===== src/dmmn_pkg.sv =====
package dmmn_pkg;

	localparam int MAX_WIDTH  = 256;
	localparam int MAX_HEIGHT = 256;
	localparam int STORE_SIZE = MAX_WIDTH * MAX_HEIGHT;
	localparam int ADDR_W     = $clog2(STORE_SIZE);

	localparam int DEPTH_W = 24;
	localparam int GRAY_W  = 16;
	localparam int COORD_W = 8;
	localparam int OP_W    = 2;
	localparam int REG_W   = 3;

	localparam logic [GRAY_W-1:0]  GRAY_ONE  = '1;
	localparam logic [DEPTH_W-1:0] DEPTH_MAX = '1;

	localparam logic [OP_W-1:0] OP_START = 2'd0;
	localparam logic [OP_W-1:0] OP_WRITE = 2'd1;
	localparam logic [OP_W-1:0] OP_READ  = 2'd2;

	localparam logic [REG_W-1:0] REG_AUTO_NORMALISE = 3'd0;
	localparam logic [REG_W-1:0] REG_INVERT_OUTPUT  = 3'd1;
	localparam logic [REG_W-1:0] REG_MANUAL_MIN     = 3'd2;
	localparam logic [REG_W-1:0] REG_MANUAL_MAX     = 3'd3;
	localparam logic [REG_W-1:0] REG_REGION_LEFT    = 3'd4;
	localparam logic [REG_W-1:0] REG_REGION_RIGHT   = 3'd5;
	localparam logic [REG_W-1:0] REG_REGION_BOTTOM  = 3'd6;
	localparam logic [REG_W-1:0] REG_REGION_TOP     = 3'd7;

	typedef struct packed {
		logic [OP_W-1:0]    op;
		logic [COORD_W-1:0] col;
		logic [COORD_W-1:0] row;
		logic [DEPTH_W-1:0] depth;
	} item_t;

	typedef struct packed {
		logic [GRAY_W-1:0]  gray;
		logic               processed;
		logic [DEPTH_W-1:0] raw_depth;
	} result_t;

	typedef struct packed {
		logic               start;
		logic [DEPTH_W-1:0] diff;
		logic [DEPTH_W-1:0] span;
	} div_req_t;

	typedef struct packed {
		logic              done;
		logic [GRAY_W-1:0] quot;
	} div_rsp_t;

endpackage


===== src/dmmn_div.sv =====
module dmmn_div (
	input  logic               clk,
	input  logic               arst_n,
	input  dmmn_pkg::div_req_t req,
	output dmmn_pkg::div_rsp_t rsp
);

	import dmmn_pkg::*;

	localparam int STEP_W = $clog2(GRAY_W);
	localparam logic [STEP_W-1:0] LAST_STEP = STEP_W'(GRAY_W - 1);

	localparam logic [1:0] D_IDLE = 2'd0;
	localparam logic [1:0] D_PREP = 2'd1;
	localparam logic [1:0] D_RUN  = 2'd2;

	logic [1:0]                state_q;
	logic [STEP_W-1:0]         step_q;
	logic                      done_q;
	logic [DEPTH_W-1:0]        diff_q;
	logic [DEPTH_W-1:0]        span_q;
	logic [DEPTH_W-1:0]        rem_q;
	logic [GRAY_W-1:0]         low_q;
	logic [DEPTH_W+GRAY_W-1:0] num;
	logic [DEPTH_W:0]          trial;
	logic                      fits;

	// numerator = diff * 65535, taken as diff * 2^16 - diff
	assign num   = {diff_q, GRAY_W'(0)} - {GRAY_W'(0), diff_q};
	assign trial = {rem_q, low_q[GRAY_W-1]};
	assign fits  = trial >= {1'b0, span_q};

	always_ff @(posedge clk or negedge arst_n) begin
		if (!arst_n) begin
			state_q <= D_IDLE;
			step_q  <= '0;
			done_q  <= 1'b0;
		end else begin
			done_q <= 1'b0;
			case (state_q)
				D_IDLE: begin
					if (req.start) begin
						state_q <= D_PREP;
					end
				end
				D_PREP: begin
					step_q  <= '0;
					state_q <= D_RUN;
				end
				D_RUN: begin
					step_q <= step_q + 1'b1;
					if (step_q == LAST_STEP) begin
						done_q  <= 1'b1;
						state_q <= D_IDLE;
					end
				end
				default: state_q <= D_IDLE;
			endcase
		end
	end

	// Restoring division, one quotient bit a cycle; the quotient shifts into low_q.
	always_ff @(posedge clk) begin
		case (state_q)
			D_IDLE: begin
				if (req.start) begin
					diff_q <= req.diff;
					span_q <= req.span;
				end
			end
			D_PREP: begin
				rem_q <= num[DEPTH_W+GRAY_W-1:GRAY_W];
				low_q <= num[GRAY_W-1:0];
			end
			D_RUN: begin
				rem_q <= fits ? DEPTH_W'(trial - {1'b0, span_q}) : trial[DEPTH_W-1:0];
				low_q <= {low_q[GRAY_W-2:0], fits};
			end
			default: ;
		endcase
	end

	assign rsp.done = done_q;
	assign rsp.quot = low_q;

endmodule


===== config.mk =====
export PLATFORM = sky130hd
export DESIGN_NAME = dmmn_div
export DESIGN_NICKNAME = d
export VERILOG_FILES = /design/src/dmmn_pkg.sv /design/src/dmmn_div.sv
export SDC_FILE = /design/constraint.sdc
export NUM_CORES = 1
export LEC_CHECK = 0
export ABC_CLOCK_PERIOD_IN_PS = 3880
export BUFFER_PORTS_ARGS = -buffer_cell sky130_fd_sc_hd__clkbuf_2
export CAP_MARGIN = 15
export CORE_AREA = 2 2 135 137
export DETAILED_ROUTE_END_ITERATION = 16
export DIE_AREA = 0 0 137 139
export MAX_ROUTING_LAYER = met4
export PLACE_DENSITY = 0.51
export RECOVER_POWER = 25
export SLEW_MARGIN = 20
export SYNTH_ARGS = -nofsm -noshare
export SYNTH_HDL_FRONTEND = slang
export SYNTH_SLANG_ARGS = --single-unit

===== constraint.sdc =====
create_clock -name clk -period 3.88 [get_ports clk]
set_input_delay 0.388 -clock clk [delete_from_list [all_inputs] [get_ports clk]]
set_output_delay 0.388 -clock clk [all_outputs]
set_load 0.05 [all_outputs]

After elaboration in Yosys (flattened, before gate mapping)
Cells that the tools add are included.
{ "totals": {"regBits": 95, "input_bits": 51} }
{ "classes": {"n_addsub": 3, "n_lt_le_gt_ge": 1, "eq_ne": 5, "n_mux": 9, "reduce_logical": 4} }
{ "op_table": {"columns": ["op", "count"], "rows": [
  ["$pmux W24 S2", 1],
  ["$sub A40 B24 Y40", 1],
  ["$pmux W16 S2", 1],
  ["$ge A25 B24 Y1", 1],
  ["$mux W24", 1],
  ["$sub A24 B24 Y24", 1],
  ["$pmux W4 S2", 1],
  ["$pmux W2 S3", 1],
  ["$add A4 B1 Y4 const B", 1],
  ["$eq A4 B4 Y1 const B", 1],
  ["$mux W2", 2],
  ["$ne A2 B2 Y1 const B", 2],
  ["$reduce_and A2 Y1", 2],
  ["$eq A2 B1 Y1 const B", 1],
  ["$eq A2 B2 Y1 const B", 1],
  ["$logic_not A2 Y1", 1],
  ["$mux W1", 2],
  ["$reduce_bool A2 Y1", 1]
]} }

Logic depth before layout (Yosys ltp)
Gate-level depths: netlist of the first run.
{ "depth": {"word_depth": 3, "mapped_depth": 13, "ltp_nobuf": 12} }

Worst setup path after synthesis of the first run
Ideal clock, no wire load.
{ "synth_timing": {"path_type": "register to register", "startpoint": "register low_q[15]", "endpoint": "register rem_q[22] (data pin)", "setup_time_ns": 0.260, "arrival_ns": 2.943, "required_time_ns": 3.620, "setup_slack_ns": 0.677, "path_stages_with_launch": 13, "path_buffers": 0, "cell_sequence": "edfxtp_1 inv_1 ha_1 inv_1 fa_1 a211o_1 a21oi_1 a22oi_2 a211oi_2 o31ai_1 xor2_1 mux2_2 mux2_4"} }
{ "synth_via": {"elab_chain_len": 3} }
{ "synth_rtl": {"columns": ["element", "line", "text"], "rows": [
  ["from (decl)", "dmmn_div.sv:23", "logic [GRAY_W-1:0] low_q;"],
  ["from (signal assigned)", "dmmn_div.sv:73", "low_q <= num[GRAY_W-1:0];"],
  ["from (signal assigned)", "dmmn_div.sv:77", "low_q <= {low_q[GRAY_W-2:0], fits};"],
  ["$sub A24 B24 Y24 / $ge A25 B24 Y1 (equally long branches)", "dmmn_div.sv:76, dmmn_div.sv:31", null],
  ["$mux W24 *", "dmmn_div.sv:76", "rem_q <= fits ? DEPTH_W'(trial - {1'b0, span_q}) : trial[DEPTH_W-1:0];"],
  ["$pmux W24 S2 *", "dmmn_div.sv:64", "case (state_q)"],
  ["to (signal assigned)", "dmmn_div.sv:72", "rem_q <= num[DEPTH_W+GRAY_W-1:GRAY_W];"],
  ["to (signal assigned)", "dmmn_div.sv:76", null],
  ["to (decl)", "dmmn_div.sv:22", "logic [DEPTH_W-1:0] rem_q;"]
]} }
Mark *: on every way between the ends. The rest lies on a longest branch, timed or not.
A chain may end at the register's enable or synchronous reset.

Final worst setup path of the first run
Same ends and word-level chain as after synthesis.

==> results of run 1 <==
==> routing by layer <==
metal  routed length [um]  global-route usage [%]
met5                    0                       -
met1                 7012                   22.38
met4                  278                   5.372
met2                 6523                   24.88
met3                  432                   2.266
==> power groups by stage <==
stage / clock network, W / logic, W / registers [W]
after global routing: 0.000944 / 0.00365 / 0.00199
after global placement: 0 / 0.00323 / 0.00197
after detailed placement: 0 / 0.00325 / 0.00197
final: 0.000880 / 0.00329 / 0.00195
after floorplan: 0 / 0.00227 / 0.00217
after CTS: 0.000911 / 0.00329 / 0.00195
==> cell type report <==
cell class	count	area [um2]
Timing Repair Buffer	72	370.4
Sequential cell	95	2818
Multi-Input combinational cell	404	2942
Inverter	49	183.9
Clock inverter	4	27.53
Clock buffer	12	267.8
Fill cell	1784	10760
Tap cell	229	286.5
==> logic make-up after synthesis <==
group	after synthesis	share of synthesized area (%)
muxes	31	5.378
xor gates and xnor gates	56	8.140
AOI/OAI and AO/OA	128	13.83
and+or+nand+nor	150	12.92
DFF	95	46.76
buffers and inverters	68	4.755
adders and majority gates	39	8.223
==> registers in the layout (all words and copies together), names as in the netlist <==
register and cells:
span_q 24, rem_q 24, state_q 2, step_q 4, low_q 16, done_q 1
diff_q 24
==> worst max-delay path, cell delays in order (launching register included) <==
cell and delay, ns:
edfxtp_1 0.40, inv_1 0.08, ha_1 0.16, inv_1 0.05, fa_1 0.42, a211o_1 0.30
a21oi_1 0.25, a22oi_2 0.21, a211oi_2 0.30, o31ai_1 0.13, xor2_1 0.15, mux2_2 0.28
mux2_4 0.25
==> layout by cell type, fill, tap and decap left out, drive strengths merged, types with 7 or more instances in the layout <==
cell type,instances
nand3,18
nand2,51
edfxtp,88
mux2i,26
a21oi,33
a21o,12
xnor2,27
inv,49
nor2,29
ha,38
nor3,10
xor2,29
dfrtp,7
clkbuf,79
o21ai,36
==> worst max path at each step <==
stage	from	end	slack, ns	depth (start not counted)
6_report	low_q[15]	rem_q[22]	0.67	12
5_1_grt	rem_q[0]	rem_q[6]	0.48	10
4_1_cts	low_q[15]	rem_q[22]	0.67	12
3_5_place_dp	low_q[15]	rem_q[22]	0.69	12
3_3_place_gp	low_q[15]	rem_q[22]	0.74	12
2_1_floorplan	low_q[15]	rem_q[22]	0.68	12
==> per-stage QoR <==
step	hold slack [ns]	total power (W)	setup slack, ns	util [%]	cell area (um2)
final	0.2118	0.006119	0.6740	39.05	6895
after floorplan	0.09241	0.004439	0.6773	-	6026
after global routing	0.2013	0.006579	0.4842	39.05	6895
after CTS	0.1966	0.006149	0.6674	39.02	6890
after global placement	0.2340	0.005206	0.7394	37.29	6585
after detailed placement	0.2369	0.005220	0.6922	37.29	6585
==> what timing repair did <==
item / CTS / global route
hold endpoints to repair: 7 / 0
hold buffers: 1 / 0
setup endpoints to repair: 0 / 0
==> metrics.txt, run 1 <==
total grt overflow=0; Seq/Total Area, Yosys=46.76%; routed vias=4359; Clock Tree Root=clkbuf_16; CP Launch Type=register; Rel. slew slack=32.56%; number of global-route vias before repair=~4500; Hold Crit Endpoint=span_q[4]; Post-CTS Resized=0; first-pass GRT wire length=23710 um; clk buf depth=2; Post-synth EDFFs=88; Primary FF master, synth=edfxtp_1; maximum number of pins on one net before global-route repair=59; CTS Buf Count=9; die area=approximately 19000 um2; Initial Utilization=approximately a third; Worst R2R End=rem_q[22]; most instantiated cells after synthesis=88 x edfxtp_1, 51 x nand2_1, 49 x inv_1; fmax=slightly above 0.3 GHz; Comb power frac=53.8%; IO Pins=68; share of post-route cells with drive strength above 1=approximately 17%; Critical Path AT=approximately 3.3 ns; Port-buffer cells=67; outcome=finished, final reports clean; Tightest Pin Transition=roughly 1.0 ns; die width=about 140 um; # clock sinks=95; Int Pwr=about 0.0034 W; worst hold-check path type=in -> reg; required time of the critical path=3.98 ns; Fin. Hold Viols=0; Vias/cell=between 5 and 6; final setup violation count=0; maximum vdd drop=0.0004437 V; antenna cells=0; RR Startpoint=low_q[15]; Setup TNS Final=0 ns; htree depth=3; sw frac=44.41%; Synth area leaders=edfxtp_1 44%, ha_1 7.9%, mux2i_1 4.3%; number of setup buffers added after CTS=0; Post-synth ARST share=approximately 7.4%; CP Capture Type=register; RSZ-0062 raised after global routing=no; Distinct cells, synth=68; share of the synthesized area in the top cell type=43.85%; pwr dens=between 800 and 900 nW/um2; initial antenna violation count=0; Final #Nets=721; area leader, netlist=edfxtp_1; RePlAce Congestion=0.8778; crit path time final=3.206 ns; GRT Total Usage=16.34%; Placed Cells=about 850; # rows=49; #FFs+latches synth=95; post-synthesis instance total=~570; Avg Cell Area, Syn=approximately 11 um2; clock skew=0.007027 ns; Reg clk slew, reported paths=0.07 ns; Routed WL per cell=16.47 um; power share of the sequential group=a little under a third; Core ar.=17660 um2; Die Height=~140 um; yosys synthesis warning count=0; hold_sp=req[4]; DRT antenna net count=0; CP Max Fanout=6; clock share of power=about 14%; mapped cell area=6026 um2; Worst Hold Path Cells=1; Slew Limit Fails=0; reg2reg setup slack=~0.67 ns; leakage dissipation=2.783 nW; WS Path Type=reg -> reg; Mapped Nets=657; Syn-to-layout area delta=14.43%; drt first pass iters=4; # Max-Cap Violations=0; Final HPWL DP=10650 um; non-filler cells, final=865; DRC viols=0; final WL=14250 um; Final period util=between 80 and 90%; 1st-iter DRT viols=roughly 270; most frequent cell after synthesis=edfxtp_1; NetSw=0.002718 W; reg2reg path depth=12; CTS tree=built; clk_lat worst skew=0.35 ns
Note: power is estimated with default switching activity, not from simulation.
==> run 2: changes to the inputs <==
--- a/config.mk
+++ b/config.mk
@@ -5,7 +5,7 @@
 export SDC_FILE = /design/constraint.sdc
 export NUM_CORES = 1
 export LEC_CHECK = 0
-export ABC_CLOCK_PERIOD_IN_PS = 3880
+export ABC_CLOCK_PERIOD_IN_PS = 3100
 export BUFFER_PORTS_ARGS = -buffer_cell sky130_fd_sc_hd__clkbuf_2
 export CAP_MARGIN = 15
 export CORE_AREA = 2 2 135 137
==> constraint.sdc (replaced) <==
create_clock -name clk -period 3.1 [get_ports clk]
set_input_delay 0.31 -clock clk [delete_from_list [all_inputs] [get_ports clk]]
set_output_delay 0.31 -clock clk [all_outputs]
set_load 0.05 [all_outputs]
==> metrics.txt, run 2 (same netlist as run 1, synthesis figures left out) <==
CP Max Fanout=4; Worst R2R End=rem_q[22]; crit-path cells=inv_1, ha_2, inv_2, fa_2, a211o_1, a21oi_2, a22oi_2, a211oi_2, o31ai_1, xor2_1, mux2_2, mux2_4; CP delay by family, top=compound AO/OA/AOI/OAI gates; Core ar.=17660 um2; initial antenna violation count=0; maximum number of pins on one net before global-route repair=58; crit path time final=2.999 ns; final core area utilization=between 30% and 40%; Die Height=139 um; most common cell after layout, fill and taps aside=edfxtp_1; sw frac=between 40% and 50%; hold_sp=req[38]; DRT antenna net count=0; outcome=finished, final reports clean; pwr dens=1114 nW/um2; leakage dissipation=2.876 nW; drt first pass iters=4; # clock sinks=95; Tightest Pin Transition=0.8385 ns; CP Launch Type=register; # rows=49; RSZ-0062 raised after global routing=yes; CP Capture Type=register; fmax=0.3335 GHz; share of post-route cells with drive strength above 1=slightly above 20%; leading registers by flop count=diff_q: 24 flops, rem_q: 24 flops, span_q: 24 flops; DRC viols=0; worst hold-check path type=in -> reg; clock skew=~0.014 ns; htree depth=3; Initial Utilization=34.13%; WS Path Type=reg -> reg; Fin. Hold Viols=0; Final HPWL DP=roughly 11000 um; clk buf depth=2; Slew Limit Fails=0; RePlAce Congestion=0.9274; Clock Tree Root=clkbuf_16; routed vias=between 4000 and 5000; total grt overflow=0; Final Power=0.007861 W; most frequent cells in the layout=88 x edfxtp_1, 63 x clkbuf_2, 51 x nand2_1; first-pass GRT wire length=23670 um; IO Pins=68; NetSw=0.003524 W; reg2reg path depth=12; power share of the sequential group=between 30 and 40%; DP Area=6716 um2; CP max stage cell=edfxtp_1; clk_lat worst skew=around 0.35 ns; CTS Buf Count=9; CP bufs+invs=2; 1st-iter DRT viols=274; Rel. slew slack=44.04%; Hold Crit Endpoint=diff_q[14]; critical path's largest stage delay=0.41 ns; Setup TNS Final=0 ns; clock share of power=13.8%; CTS tree=built; Reg clk slew, reported paths=~0.080 ns; Comb power frac=55.6%; Critical Path AT=3.10 ns; # Max-Cap Violations=0; post-route cell area=7057 um2; PnR worst setup slack=0.1015 ns; Final #Nets=between 700 and 800; RR Startpoint=low_q[15]; Vias/cell=4.971; required time of the critical path=about 3.2 ns; Routed WL per cell=16.58 um; die area=19040 um2; Port-buffer cells=67; GRT Total Usage=16.40%; Placement Setup Slack=0.06568 ns; Syn-to-layout area delta=17.11%; Worst Hold Path Cells=1; number of global-route vias before repair=approximately 4500; antenna cells=0; maximum vdd drop=0.0005583 V; final WL=around 15000 um; reg2reg setup slack=around 0.10 ns; die width=137 um; Int Pwr=approximately 0.0043 W; final setup violation count=0; Final period util=96.73%
==> run 2: area by class of cell <==
class,instances,area (um2)
clock inverters,7,56.30
multi-input cells,404,2954
fillers,1768,10600
repair buffers,92,533.0
inverters,49,183.9
flip-flops and latches,95,2818
well taps,229,286.5
clock buffers,9,225.2
==> run 2: layer usage <==
metal / global-route usage [%] / part of all wire, %
met4: 5.317 / 2.2
met5: - / 0
met3: 3.107 / 3.6
met1: 22.44 / 49
met2: 24.43 / 45
==> run 2: stage by stage <==
stage | instances | hold slack (ns)
3_5_place_dp | 863 | 0.1600
5_1_grt | 885 | 0.1109
2_1_floorplan | 567 | 0.01441
6_report | 885 | 0.1241
4_1_cts | 880 | 0.1149
3_3_place_gp | 863 | 0.1558
==> run 2: worst max-delay path by stage <==
stage | to | cells past startpoint | start | slack, ns
2_1_floorplan | rem_q[22] | 12 | low_q[15] | 0.03
3_3_place_gp | rem_q[22] | 12 | low_q[15] | 0.13
3_5_place_dp | rem_q[16] | 12 | low_q[15] | 0.07
4_1_cts | rem_q[22] | 12 | low_q[15] | 0.06
5_1_grt | rem_q[22] | 12 | low_q[15] | -0.06
6_report | rem_q[22] | 12 | low_q[15] | 0.10
==> run 2: power groups by stage <==
| stage | logic (W) | clock network, W | registers [W] |
|---|---|---|---|
| after detailed placement | 0.00426 | 0 | 0.00243 |
| after global placement | 0.00421 | 0 | 0.00243 |
| after CTS | 0.00431 | 0.00112 | 0.00241 |
| final | 0.00437 | 0.00108 | 0.00240 |
| after floorplan | 0.00285 | 0 | 0.00272 |
| after global routing | 0.00483 | 0.00117 | 0.00246 |
==> run 2: timing repair <==
action                                  CTS  global route
buffers inserted                          0             5
endpoints found under the setup margin    0            13
hold buffers                              1             0
hold endpoints to repair                  7             0
resized for setup                         0             6
==> run 2: worst register-to-register path, stage by stage, from the launching register on <==
cell,delay [ns]
edfxtp_1,0.41
inv_1,0.08
ha_2,0.18
inv_2,0.04
fa_2,0.35
a211o_1,0.30
a21oi_2,0.19
a22oi_2,0.16
a211oi_2,0.24
o31ai_1,0.13
xor2_1,0.15
mux2_2,0.28
mux2_4,0.25
